File: config.mk
export PLATFORM = sky130hd
export DESIGN_NAME = point_in_polygon_test_top
export DESIGN_NICKNAME = d
export VERILOG_FILES = /design/src/hdl/pip_pkg.sv /design/src/hdl/point_in_polygon_test_top.sv /design/src/hdl/pip_vertex_mem.sv /design/src/hdl/pip_edge_unit.sv
export SDC_FILE = /design/constraint.sdc
export NUM_CORES = 2
export LEC_CHECK = 0
export BUFFER_PORTS_ARGS = -buffer_cell sky130_fd_sc_hd__buf_2
export CAP_MARGIN = 20
export CORE_UTILIZATION = 32
export CTS_CLUSTER_SIZE = 24
export DETAILED_ROUTE_END_ITERATION = 10
export PLACE_DENSITY_LB_ADDON = 0.1
export SLEW_MARGIN = 0
export SYNTH_ARGS = -nofsm -noshare
export SYNTH_HDL_FRONTEND = slang
export SYNTH_SLANG_ARGS = --single-unit
File: constraint.sdc
create_clock -name clk -period 16.5 [get_ports clk]
set_input_delay 1.65 -clock clk [delete_from_list [all_inputs] [get_ports clk]]
set_output_delay 1.65 -clock clk [all_outputs]
set_load 0.005 [all_outputs]
File: src/hdl/pip_pkg.sv
// ----------------------------------------------------------------------------
// pip_pkg
// Shared types and fixed constants of the point-in-polygon test block.
// ----------------------------------------------------------------------------
package pip_pkg;

  // Field widths fixed by the interface
  localparam int VC_WIDTH  = 7;
  localparam int IDX_WIDTH = 6;

  // Reset value of the vertex count register
  localparam logic [VC_WIDTH-1:0] VC_RESET = 7'd3;

  // Register word index of the vertex count register
  localparam logic REG_VERTEX_COUNT = 1'b0;

  // Request kinds carried on tuser
  typedef enum logic {
    ACT_WRITE = 1'b0,
    ACT_TEST  = 1'b1
  } action_t;

  // Control that travels with each vertex read into the edge unit
  typedef struct packed {
    logic valid;  // read data lands this cycle
    logic prime;  // vertex only seeds the previous-vertex register
    logic last;   // closing edge of the polygon
  } edge_ctrl_t;

  // Per-edge outcome returned by the edge unit
  typedef struct packed {
    logic valid;  // one edge finished
    logic flip;   // edge crosses the ray: toggle parity
    logic last;   // closing edge of the polygon
  } edge_flip_t;

endpackage

File: src/hdl/point_in_polygon_test_top.sv
// ----------------------------------------------------------------------------
// point_in_polygon_test_top
// Even-odd ray-casting point-in-polygon test over a loadable vertex table.
//
//   channel | dir | handshake          | content
//   s_*     | in  | s_tvalid/s_tready  | vertex write or point query
//   m_*     | out | m_tvalid/m_tready  | inside flag, one per query
//   apb     | in  | psel/penable/pready| vertex_count register at 0x0
//
// During a query the sequencer reads one vertex per cycle from the
// single table read port and the edge unit finishes one edge per cycle
// behind it. Reset idles the sequencer, clears the output valid flag
// and sets vertex_count to VC_RESET (3); the vertex table is not cleared
// and must be written before it is queried. Input is held off during a
// query and while an unclaimed result would block the next one.
// ----------------------------------------------------------------------------
module point_in_polygon_test_top #(
  parameter int MAX_VERTICES = 64,
  parameter int COORD_WIDTH  = 16
) (
  input  logic        clk,
  input  logic        rst,
  // slave stream
  input  logic        s_tvalid,
  output logic        s_tready,
  // tdata: vertex_index, vertex_x, vertex_y, point_x, point_y (low to high)
  input  logic [((pip_pkg::IDX_WIDTH + 4 * COORD_WIDTH + 7) / 8) * 8 - 1:0] s_tdata,
  // tuser: action
  input  logic        s_tuser,
  // master stream
  output logic        m_tvalid,
  input  logic        m_tready,
  // tdata: inside_res
  output logic [7:0]  m_tdata,
  // configuration port
  input  logic        psel,
  input  logic        penable,
  input  logic        pwrite,
  input  logic [2:0]  paddr,
  input  logic [31:0] pwdata,
  output logic [31:0] prdata,
  output logic        pready
);
  import pip_pkg::*;

  localparam int CW    = COORD_WIDTH;
  localparam int AW    = $clog2(MAX_VERTICES);
  localparam int NB    = $clog2(MAX_VERTICES + 1);
  localparam int NW    = (NB > VC_WIDTH) ? NB : VC_WIDTH;
  localparam int X_LO  = IDX_WIDTH;
  localparam int Y_LO  = X_LO + CW;
  localparam int PX_LO = Y_LO + CW;
  localparam int PY_LO = PX_LO + CW;

  typedef enum logic [3:0] {
    ST_IDLE  = 4'b0001,
    ST_PRIME = 4'b0010,
    ST_WALK  = 4'b0100,
    ST_DRAIN = 4'b1000
  } state_t;

  state_t               state;
  logic [VC_WIDTH-1:0]  vertex_count;
  logic [NW-1:0]        n_eff, n_last, vc_ext, idx;
  logic signed [CW-1:0] qx, qy;
  logic                 parity;
  logic                 out_valid, out_res;

  logic                 accept, slot_ok, wr_en;
  logic [IDX_WIDTH-1:0] in_index;
  logic signed [CW-1:0] in_vx, in_vy;
  logic [2*CW-1:0]      rd_data;
  logic [AW-1:0]        rd_addr;
  edge_ctrl_t           issue, rd_ctrl;
  edge_flip_t           flip;

  // Unpack the request
  assign in_index = s_tdata[IDX_WIDTH-1:0];
  assign in_vx    = s_tdata[X_LO +: CW];
  assign in_vy    = s_tdata[Y_LO +: CW];

  // Clamp the vertex count to the table depth
  assign vc_ext = NW'(vertex_count);
  assign n_eff  = (vc_ext > NW'(MAX_VERTICES)) ? NW'(MAX_VERTICES) : vc_ext;
  assign n_last = n_eff - NW'(1);

  assign s_tready = (state == ST_IDLE) && (!out_valid || m_tready);
  assign accept   = s_tvalid && s_tready;
  assign slot_ok  = 32'(in_index) < MAX_VERTICES;
  assign wr_en    = accept && (s_tuser == ACT_WRITE) && slot_ok;

  // Issue vertex reads: seed with the last vertex, then walk from slot 0
  always_comb begin
    issue   = '0;
    rd_addr = idx[AW-1:0];
    unique case (state)
      ST_PRIME: begin
        issue.valid = 1'b1;
        issue.prime = 1'b1;
        rd_addr     = n_last[AW-1:0];
      end
      ST_WALK: begin
        issue.valid = 1'b1;
        issue.last  = (idx == n_last);
      end
      ST_IDLE, ST_DRAIN: begin
        issue = '0;
      end
      default: begin
        issue = '0;
      end
    endcase
  end

  pip_vertex_mem #(
    .DEPTH (MAX_VERTICES),
    .WIDTH (2 * CW),
    .AW    (AW)
  ) u_mem (
    .clk     (clk),
    .wr_en   (wr_en),
    .wr_addr (AW'(in_index)),
    .wr_data ({in_vy, in_vx}),
    .rd_en   (issue.valid),
    .rd_addr (rd_addr),
    .rd_data (rd_data)
  );

  // Align read control with the registered read data
  always_ff @(posedge clk) begin
    if (rst) begin
      rd_ctrl <= '0;
    end else begin
      rd_ctrl <= issue;
    end
  end

  pip_edge_unit #(
    .CW (CW)
  ) u_edge (
    .clk  (clk),
    .rst  (rst),
    .ctrl (rd_ctrl),
    .vx   (rd_data[CW-1:0]),
    .vy   (rd_data[2*CW-1:CW]),
    .px   (qx),
    .py   (qy),
    .flip (flip)
  );

  // Sequencer and parity accumulation
  always_ff @(posedge clk) begin
    if (rst) begin
      state     <= ST_IDLE;
      out_valid <= 1'b0;
      idx       <= '0;
      parity    <= 1'b0;
    end else begin
      if (out_valid && m_tready) begin
        out_valid <= 1'b0;
      end
      unique case (state)
        ST_IDLE: begin
          if (accept && (s_tuser == ACT_TEST)) begin
            idx    <= '0;
            parity <= 1'b0;
            if (n_eff == '0) begin
              out_valid <= 1'b1;
              out_res   <= 1'b0;
            end else begin
              state <= ST_PRIME;
            end
          end
        end
        ST_PRIME: begin
          state <= ST_WALK;
        end
        ST_WALK: begin
          idx <= idx + NW'(1);
          if (idx == n_last) begin
            state <= ST_DRAIN;
          end
        end
        ST_DRAIN: begin
          if (flip.valid && flip.last) begin
            state     <= ST_IDLE;
            out_valid <= 1'b1;
            out_res   <= parity ^ flip.flip;
          end
        end
        default: begin
          state <= ST_IDLE;
        end
      endcase
      if (flip.valid) begin
        parity <= parity ^ flip.flip;
      end
    end
  end

  // Latch the query point
  always_ff @(posedge clk) begin
    if (accept && (s_tuser == ACT_TEST)) begin
      qx <= s_tdata[PX_LO +: CW];
      qy <= s_tdata[PY_LO +: CW];
    end
  end

  assign m_tvalid = out_valid;
  assign m_tdata  = {7'd0, out_res};

  // Configuration register
  assign pready = 1'b1;

  always_ff @(posedge clk) begin
    if (rst) begin
      vertex_count <= VC_RESET;
    end else if (psel && penable && pwrite && (paddr[2] == REG_VERTEX_COUNT)) begin
      vertex_count <= pwdata[VC_WIDTH-1:0];
    end
  end

  always_comb begin
    unique case (paddr[2])
      REG_VERTEX_COUNT: prdata = 32'(vertex_count);
      default:          prdata = '0;
    endcase
  end

  // Edge results appear only while a query runs
  a_flip_in_query: assert property (@(posedge clk) disable iff (rst)
    flip.valid |-> (state == ST_WALK || state == ST_DRAIN))
    else $error("edge result outside a query");

  // A query never starts over an unclaimed result
  a_out_free: assert property (@(posedge clk) disable iff (rst)
    (accept && (s_tuser == ACT_TEST)) |-> (!out_valid || m_tready))
    else $error("query accepted while result blocked");

  // The walk stays inside the used vertices
  a_walk_range: assert property (@(posedge clk) disable iff (rst)
    (state == ST_WALK) |-> (idx < n_eff))
    else $error("walk index past vertex count");

  // The closing edge posts the result and frees the sequencer
  a_close: assert property (@(posedge clk) disable iff (rst)
    (flip.valid && flip.last) |=> (state == ST_IDLE && out_valid))
    else $error("closing edge did not post a result");

endmodule

File: src/hdl/pip_vertex_mem.sv
// ----------------------------------------------------------------------------
// pip_vertex_mem
// Vertex table: one write port, one read port with registered read data.
// ----------------------------------------------------------------------------
module pip_vertex_mem #(
  parameter int DEPTH = 64,
  parameter int WIDTH = 32,
  parameter int AW    = 6
) (
  input  logic             clk,
  input  logic             wr_en,
  input  logic [AW-1:0]    wr_addr,
  input  logic [WIDTH-1:0] wr_data,
  input  logic             rd_en,
  input  logic [AW-1:0]    rd_addr,
  output logic [WIDTH-1:0] rd_data
);

  logic [WIDTH-1:0] mem [DEPTH];

  // Write one entry
  always_ff @(posedge clk) begin
    if (wr_en) begin
      mem[wr_addr] <= wr_data;
    end
  end

  // Read one entry into the output register
  always_ff @(posedge clk) begin
    if (rd_en) begin
      rd_data <= mem[rd_addr];
    end
  end

endmodule

File: src/hdl/pip_edge_unit.sv
// ----------------------------------------------------------------------------
// pip_edge_unit
// Edge evaluator: one polygon edge per cycle through three stages
// (differences, cross products, compare) giving a parity toggle per edge.
// ----------------------------------------------------------------------------
module pip_edge_unit #(
  parameter int CW = 16
) (
  input  logic                  clk,
  input  logic                  rst,
  input  pip_pkg::edge_ctrl_t   ctrl,
  input  logic signed [CW-1:0]  vx,
  input  logic signed [CW-1:0]  vy,
  input  logic signed [CW-1:0]  px,
  input  logic signed [CW-1:0]  py,
  output pip_pkg::edge_flip_t   flip
);
  import pip_pkg::*;

  localparam int DW = CW + 1;
  localparam int PW = 2 * DW;

  logic signed [CW-1:0] prev_x, prev_y;

  logic                 s1_valid, s1_last;
  logic signed [DW-1:0] s1_dxp, s1_dy, s1_dx, s1_dpy;
  logic                 s1_straddle, s1_dypos;

  logic                 s2_valid, s2_last;
  logic signed [PW-1:0] s2_lhs, s2_rhs;
  logic                 s2_straddle, s2_dypos;

  logic                 hit;

  // Hold the previous vertex of the walk
  always_ff @(posedge clk) begin
    if (ctrl.valid) begin
      prev_x <= vx;
      prev_y <= vy;
    end
  end

  // Stage 1: coordinate differences and straddle test
  always_ff @(posedge clk) begin
    if (rst) begin
      s1_valid <= 1'b0;
      s1_last  <= 1'b0;
    end else begin
      s1_valid <= ctrl.valid && !ctrl.prime;
      s1_last  <= ctrl.last;
    end
  end

  always_ff @(posedge clk) begin
    s1_dxp      <= DW'(px) - DW'(vx);
    s1_dy       <= DW'(prev_y) - DW'(vy);
    s1_dx       <= DW'(prev_x) - DW'(vx);
    s1_dpy      <= DW'(py) - DW'(vy);
    s1_straddle <= (vy > py) != (prev_y > py);
    s1_dypos    <= prev_y > vy;
  end

  // Stage 2: both cross products
  always_ff @(posedge clk) begin
    if (rst) begin
      s2_valid <= 1'b0;
      s2_last  <= 1'b0;
    end else begin
      s2_valid <= s1_valid;
      s2_last  <= s1_last;
    end
  end

  always_ff @(posedge clk) begin
    s2_lhs      <= s1_dxp * s1_dy;
    s2_rhs      <= s1_dx * s1_dpy;
    s2_straddle <= s1_straddle;
    s2_dypos    <= s1_dypos;
  end

  // Stage 3: compare in the order set by the sign of dy
  assign hit = s2_dypos ? (s2_lhs < s2_rhs) : (s2_rhs < s2_lhs);

  assign flip.valid = s2_valid;
  assign flip.flip  = s2_straddle && hit;
  assign flip.last  = s2_last;

endmodule
==> results.json <==
{
  "firstDrtPassIters": 5,
  "floorplan.io_pins": 158,
  "floorplan.die_area_mm2": 0.353,
  "worstMarginPinSlew_ns": 1.00,
  "synth_edf_count": 2145,
  "worst_r2r_path_depth": 19,
  "cts_resized": 0,
  "period_minus_slack_ns": 7.31,
  "core_area_mm2": 0.349,
  "critPathMostFrequentCell": "sky130_fd_sc_hd__fa_1",
  "design.final.nets": 8132,
  "timing.critical_path.slowest_stage_cell": "sky130_fd_sc_hd__dfxtp_1",
  "syn_inst": 6865,
  "initial_antenna_violation_count": 23,
  "ant_nets": 0,
  "power.density_mw_per_mm2": 163,
  "synth.avg_cell_area_um2": 16.4,
  "share_of_synthesized_registers_carrying_an_async_set_or_reset": 0,
  "ctsHoldBuffers": 0,
  "grt_max_degree": 110,
  "grt_first_pass_wirelength_um": 456000,
  "crit_path_launch_type": "register",
  "grt-ovfl-total": 0,
  "relative_slew_margins": 0.315,
  "run_status": "finished clean",
  "ctsHtreeMaxLevel": 5,
  "crit_path_start": "u_edge.s1_dpy[3]",
  "cts.path.max_buffers": 4,
  "finalCritPeriodShare": 0.443,
  "area_delta_synth_final_pct": 14.0,
  "finalSetupTns_ns": 0,
  "worst_hold_path.num_cells": 0,
  "critical-path-max-stage-delay_ns": 0.94,
  "place_congestion": 0.765,
  "route.detailed.vias_per_inst": 4.91,
  "detail_route.wirelength_um": 315000,
  "detailedRoute.firstIterationViolations": 3700,
  "synth_top_area_cell": "sky130_fd_sc_hd__edfxtp_1",
  "fin_skew_ns": 0.0776,
  "post_cts.repair.setup_buffers": 0,
  "max_cap_violations": 0,
  "floorplan.initialDensity": 0.322,
  "ys_warn_count": 0,
  "hold_path_startpoint": "u_edge.s1_dypos",
  "numClockSinks": 2312,
  "reg2reg_from": "u_edge.s1_dpy[3]",
  "power.static_leakage_nw": 46.2,
  "grt_setup_unrepaired": "no",
  "wl_per_cell_um": 26.3,
  "tritoncts": "yes",
  "globalRouteTotalUtil": 0.178,
  "final-max-slew-violation-count": 0,
  "count_of_distinct_cell_types_in_the_synthesized_netlist": 75,
  "fill_cells": 32800,
  "dominantRegCellSynth": "sky130_fd_sc_hd__edfxtp_1",
  "worstHoldPathType": "register to register",
  "std_cell_rows": 217,
  "worst-endpoint-required_ns": 17.22,
  "critPathKind": "register to register",
  "dp.final_hpwl_um": 189000,
  "worst-endpoint-arrival_ns": 8.03,
  "endpoint_kind": "register",
  "share_of_layout_cells_above_drive_strength_1": 0.169,
  "numCtsBuffers": 273,
  "clock-root-buffer": "sky130_fd_sc_hd__clkbuf_16",
  "vias": 58600,
  "top_area_cell_type_share_of_the_netlist_area": 0.573,
  "chipWidth_um": 595,
  "cell_area_after_synthesis_mm2": 0.112,
  "grt_pass1_vias": 63300,
  "synthTopCellsByArea": "sky130_fd_sc_hd__edfxtp_1, sky130_fd_sc_hd__fa_1, sky130_fd_sc_hd__mux4_2",
  "clock_insertion_delay_at_the_later_pin_of_the_skew_report_ns": 0.89,
  "floorplan.die.height_um": 595,
  "critical_path_peak_fanout": 17,
  "ys_ff_latch": 2312,
  "route.detailed.drc": 0,
  "clkTransAtPathRegs_ns": 0.06,
  "crit_chain": "nand2_1, fa_1, fa_1, fa_1, inv_1, fa_1, fa_1, inv_1, fa_1, inv_1, ha_1, nand2_1, a21boi_0, o21ai_0, o31ai_1, a31oi_1, o21ai_0, nor4_1, a311o_1",
  "peakVddDrop_mv": 0.299,
  "final_hold_viol_count": 0,
  "synth.yosys.seq_area_share": 0.603,
  "max_clock_freq_ghz": 0.137,
  "finalSetupViolCount": 0,
  "total_power_mw": 20.9,
  "buffer_ports.inserted": 95
}
==> synthesized netlist by cell type, types with 4 or more instances <==
cell                        number
sky130_fd_sc_hd__a2111oi_0       6
sky130_fd_sc_hd__a211o_1         4
sky130_fd_sc_hd__a211oi_1      141
sky130_fd_sc_hd__a21boi_0        8
sky130_fd_sc_hd__a21o_1         40
sky130_fd_sc_hd__a21oi_1       219
sky130_fd_sc_hd__a221oi_1        4
sky130_fd_sc_hd__a31oi_1        11
sky130_fd_sc_hd__a41o_1          4
sky130_fd_sc_hd__and2_1        290
sky130_fd_sc_hd__and3_1          8
sky130_fd_sc_hd__buf_1          11
sky130_fd_sc_hd__buf_2          74
sky130_fd_sc_hd__buf_4          47
sky130_fd_sc_hd__buf_6          36
sky130_fd_sc_hd__clkbuf_1      146
sky130_fd_sc_hd__dfxtp_1       167
sky130_fd_sc_hd__edfxtp_1     2145
sky130_fd_sc_hd__fa_1          596
sky130_fd_sc_hd__ha_1          288
sky130_fd_sc_hd__inv_1         737
sky130_fd_sc_hd__mux2i_1       230
sky130_fd_sc_hd__mux4_2        512
sky130_fd_sc_hd__nand2_1       346
sky130_fd_sc_hd__nand2b_1       23
sky130_fd_sc_hd__nand3_1        48
sky130_fd_sc_hd__nand3b_1        5
sky130_fd_sc_hd__nand4_1        17
sky130_fd_sc_hd__nor2_1        190
sky130_fd_sc_hd__nor2b_1       166
sky130_fd_sc_hd__nor3_1         43
sky130_fd_sc_hd__nor3b_1         5
sky130_fd_sc_hd__nor4_1          6
sky130_fd_sc_hd__o211ai_1        6
sky130_fd_sc_hd__o21a_1         16
sky130_fd_sc_hd__o21ai_0        56
sky130_fd_sc_hd__o21bai_1       10
sky130_fd_sc_hd__o311ai_0        5
sky130_fd_sc_hd__o31ai_1         5
sky130_fd_sc_hd__or3_1          13
sky130_fd_sc_hd__xnor2_1        97
sky130_fd_sc_hd__xor2_1         27
==> cells by family after synthesis <==
logic type | Yosys count | share of synthesized area
AOI/OAI and AO/OA | 571 | 0.0326
xor gates and xnor gates | 124 | 0.00967
adders and majority gates | 884 | 0.138
buffers and inverters | 1053 | 0.0400
DFF | 2312 | 0.603
muxes | 743 | 0.123
other | 2 | 0.0000668
and+or+nand+nor | 1176 | 0.0531
==> sequential cells by signal (all words and copies together), names as in the netlist, 3 cells and up <==
signal and cells:
state 4, vc_ext 7, u_edge.prev_x 16, u_edge.s2_rhs 34, u_edge.prev_y 16, u_edge.s1_dy 17, u_edge.s1_dpy 17, idx 7
u_mem.rd_data 32, u_edge.s1_dxp 17, rd_ctrl 3, u_edge.s2_lhs 34, qy 16, u_mem.mem 2048, u_edge.s1_dx 17, qx 16
==> power breakdown <==
part	internal (mW)	leakage, nW	switching (mW)	total, mW
clock network	3.55	4.30	2.44	5.99
registers	6.64	20.7	0.0967	6.74
logic	3.42	21.2	4.73	8.16
==> layer usage <==
| layer | vias to the layer above | part of all wire | global-route usage |
|---|---|---|---|
| met5 | - | 0.000041 | 0 |
| li1 | 25700 | - | - |
| met1 | 31500 | 0.45 | 0.242 |
| met4 | 2 | 0.020 | 0.0385 |
| met2 | 1013 | 0.50 | 0.309 |
| met3 | 385 | 0.031 | 0.0173 |
==> worst max-delay path: cells and delay by family, from the launching register on <==
kind	cells	cell delay, ns
DFF	1	0.94
and+or+nand+nor	3	0.35
adders and majority gates	7	3.38
buffers and inverters	3	0.14
AOI/OAI and AO/OA	6	2.37
==> stage by stage <==
stage          worst slack (ns)  std cells  instance area [µm²]   util  hold slack [ns]
2_1_floorplan             10.36       6896               112000      -            0.310
3_3_place_gp               9.31      11400               119000  0.340            0.314
3_5_place_dp               9.25      11400               119000  0.340            0.318
4_1_cts                    9.20      11900               128000  0.365            0.340
5_1_grt                    8.91      11900               128000  0.367            0.353
6_report                   9.19      11900               128000  0.367            0.334
==> placed cells by master (no fill, tap or decap), drive strengths merged, types with 6 or more instances in the layout <==
cell type	instances
edfxtp	2145
nor4	6
o21bai	10
o21a	16
diode	11
o211ai	6
fa	596
dfxtp	167
conb	33
buf	278
and3	8
a31oi	11
xnor2	97
nor2	190
clkbuf	341
o21ai	59
nand4	17
a2111oi	6
mux4	512
and2	290
a21oi	220
a21o	40
ha	288
bufinv	26
nand2b	23
a211oi	141
nand3	48
nor3	43
nand2	346
mux2i	230
or3	13
a21boi	8
xor2	27
clkinv	99
nor2b	166
inv	744
==> worst paths after layout <==
path | endpoint | slack (ns)
worst max-delay path | u_edge.s2_rhs[33] | 9.19
worst min-delay path | u_edge.s2_dypos | 0.33
worst max register to register | u_edge.s2_rhs[33] | 9.19
worst min register to register | u_edge.s2_dypos | 0.33
==> cell type report <==
class / count / area, µm² / area share
Sequential cell: 2312 / 67800 / 0.529
Multi-Input combinational cell: 3531 / 40700 / 0.318
Clock buffer: 341 / 7300 / 0.0570
Tap cell: 4599 / 5750 / 0.0449
Inverter: 737 / 2770 / 0.0216
Timing Repair Buffer: 278 / 2230 / 0.0174
Clock inverter: 135 / 1520 / 0.0118
Antenna cell: 11 / 27.5 / 0.000215
No activity file was read; power rests on OpenSTA's default activity.
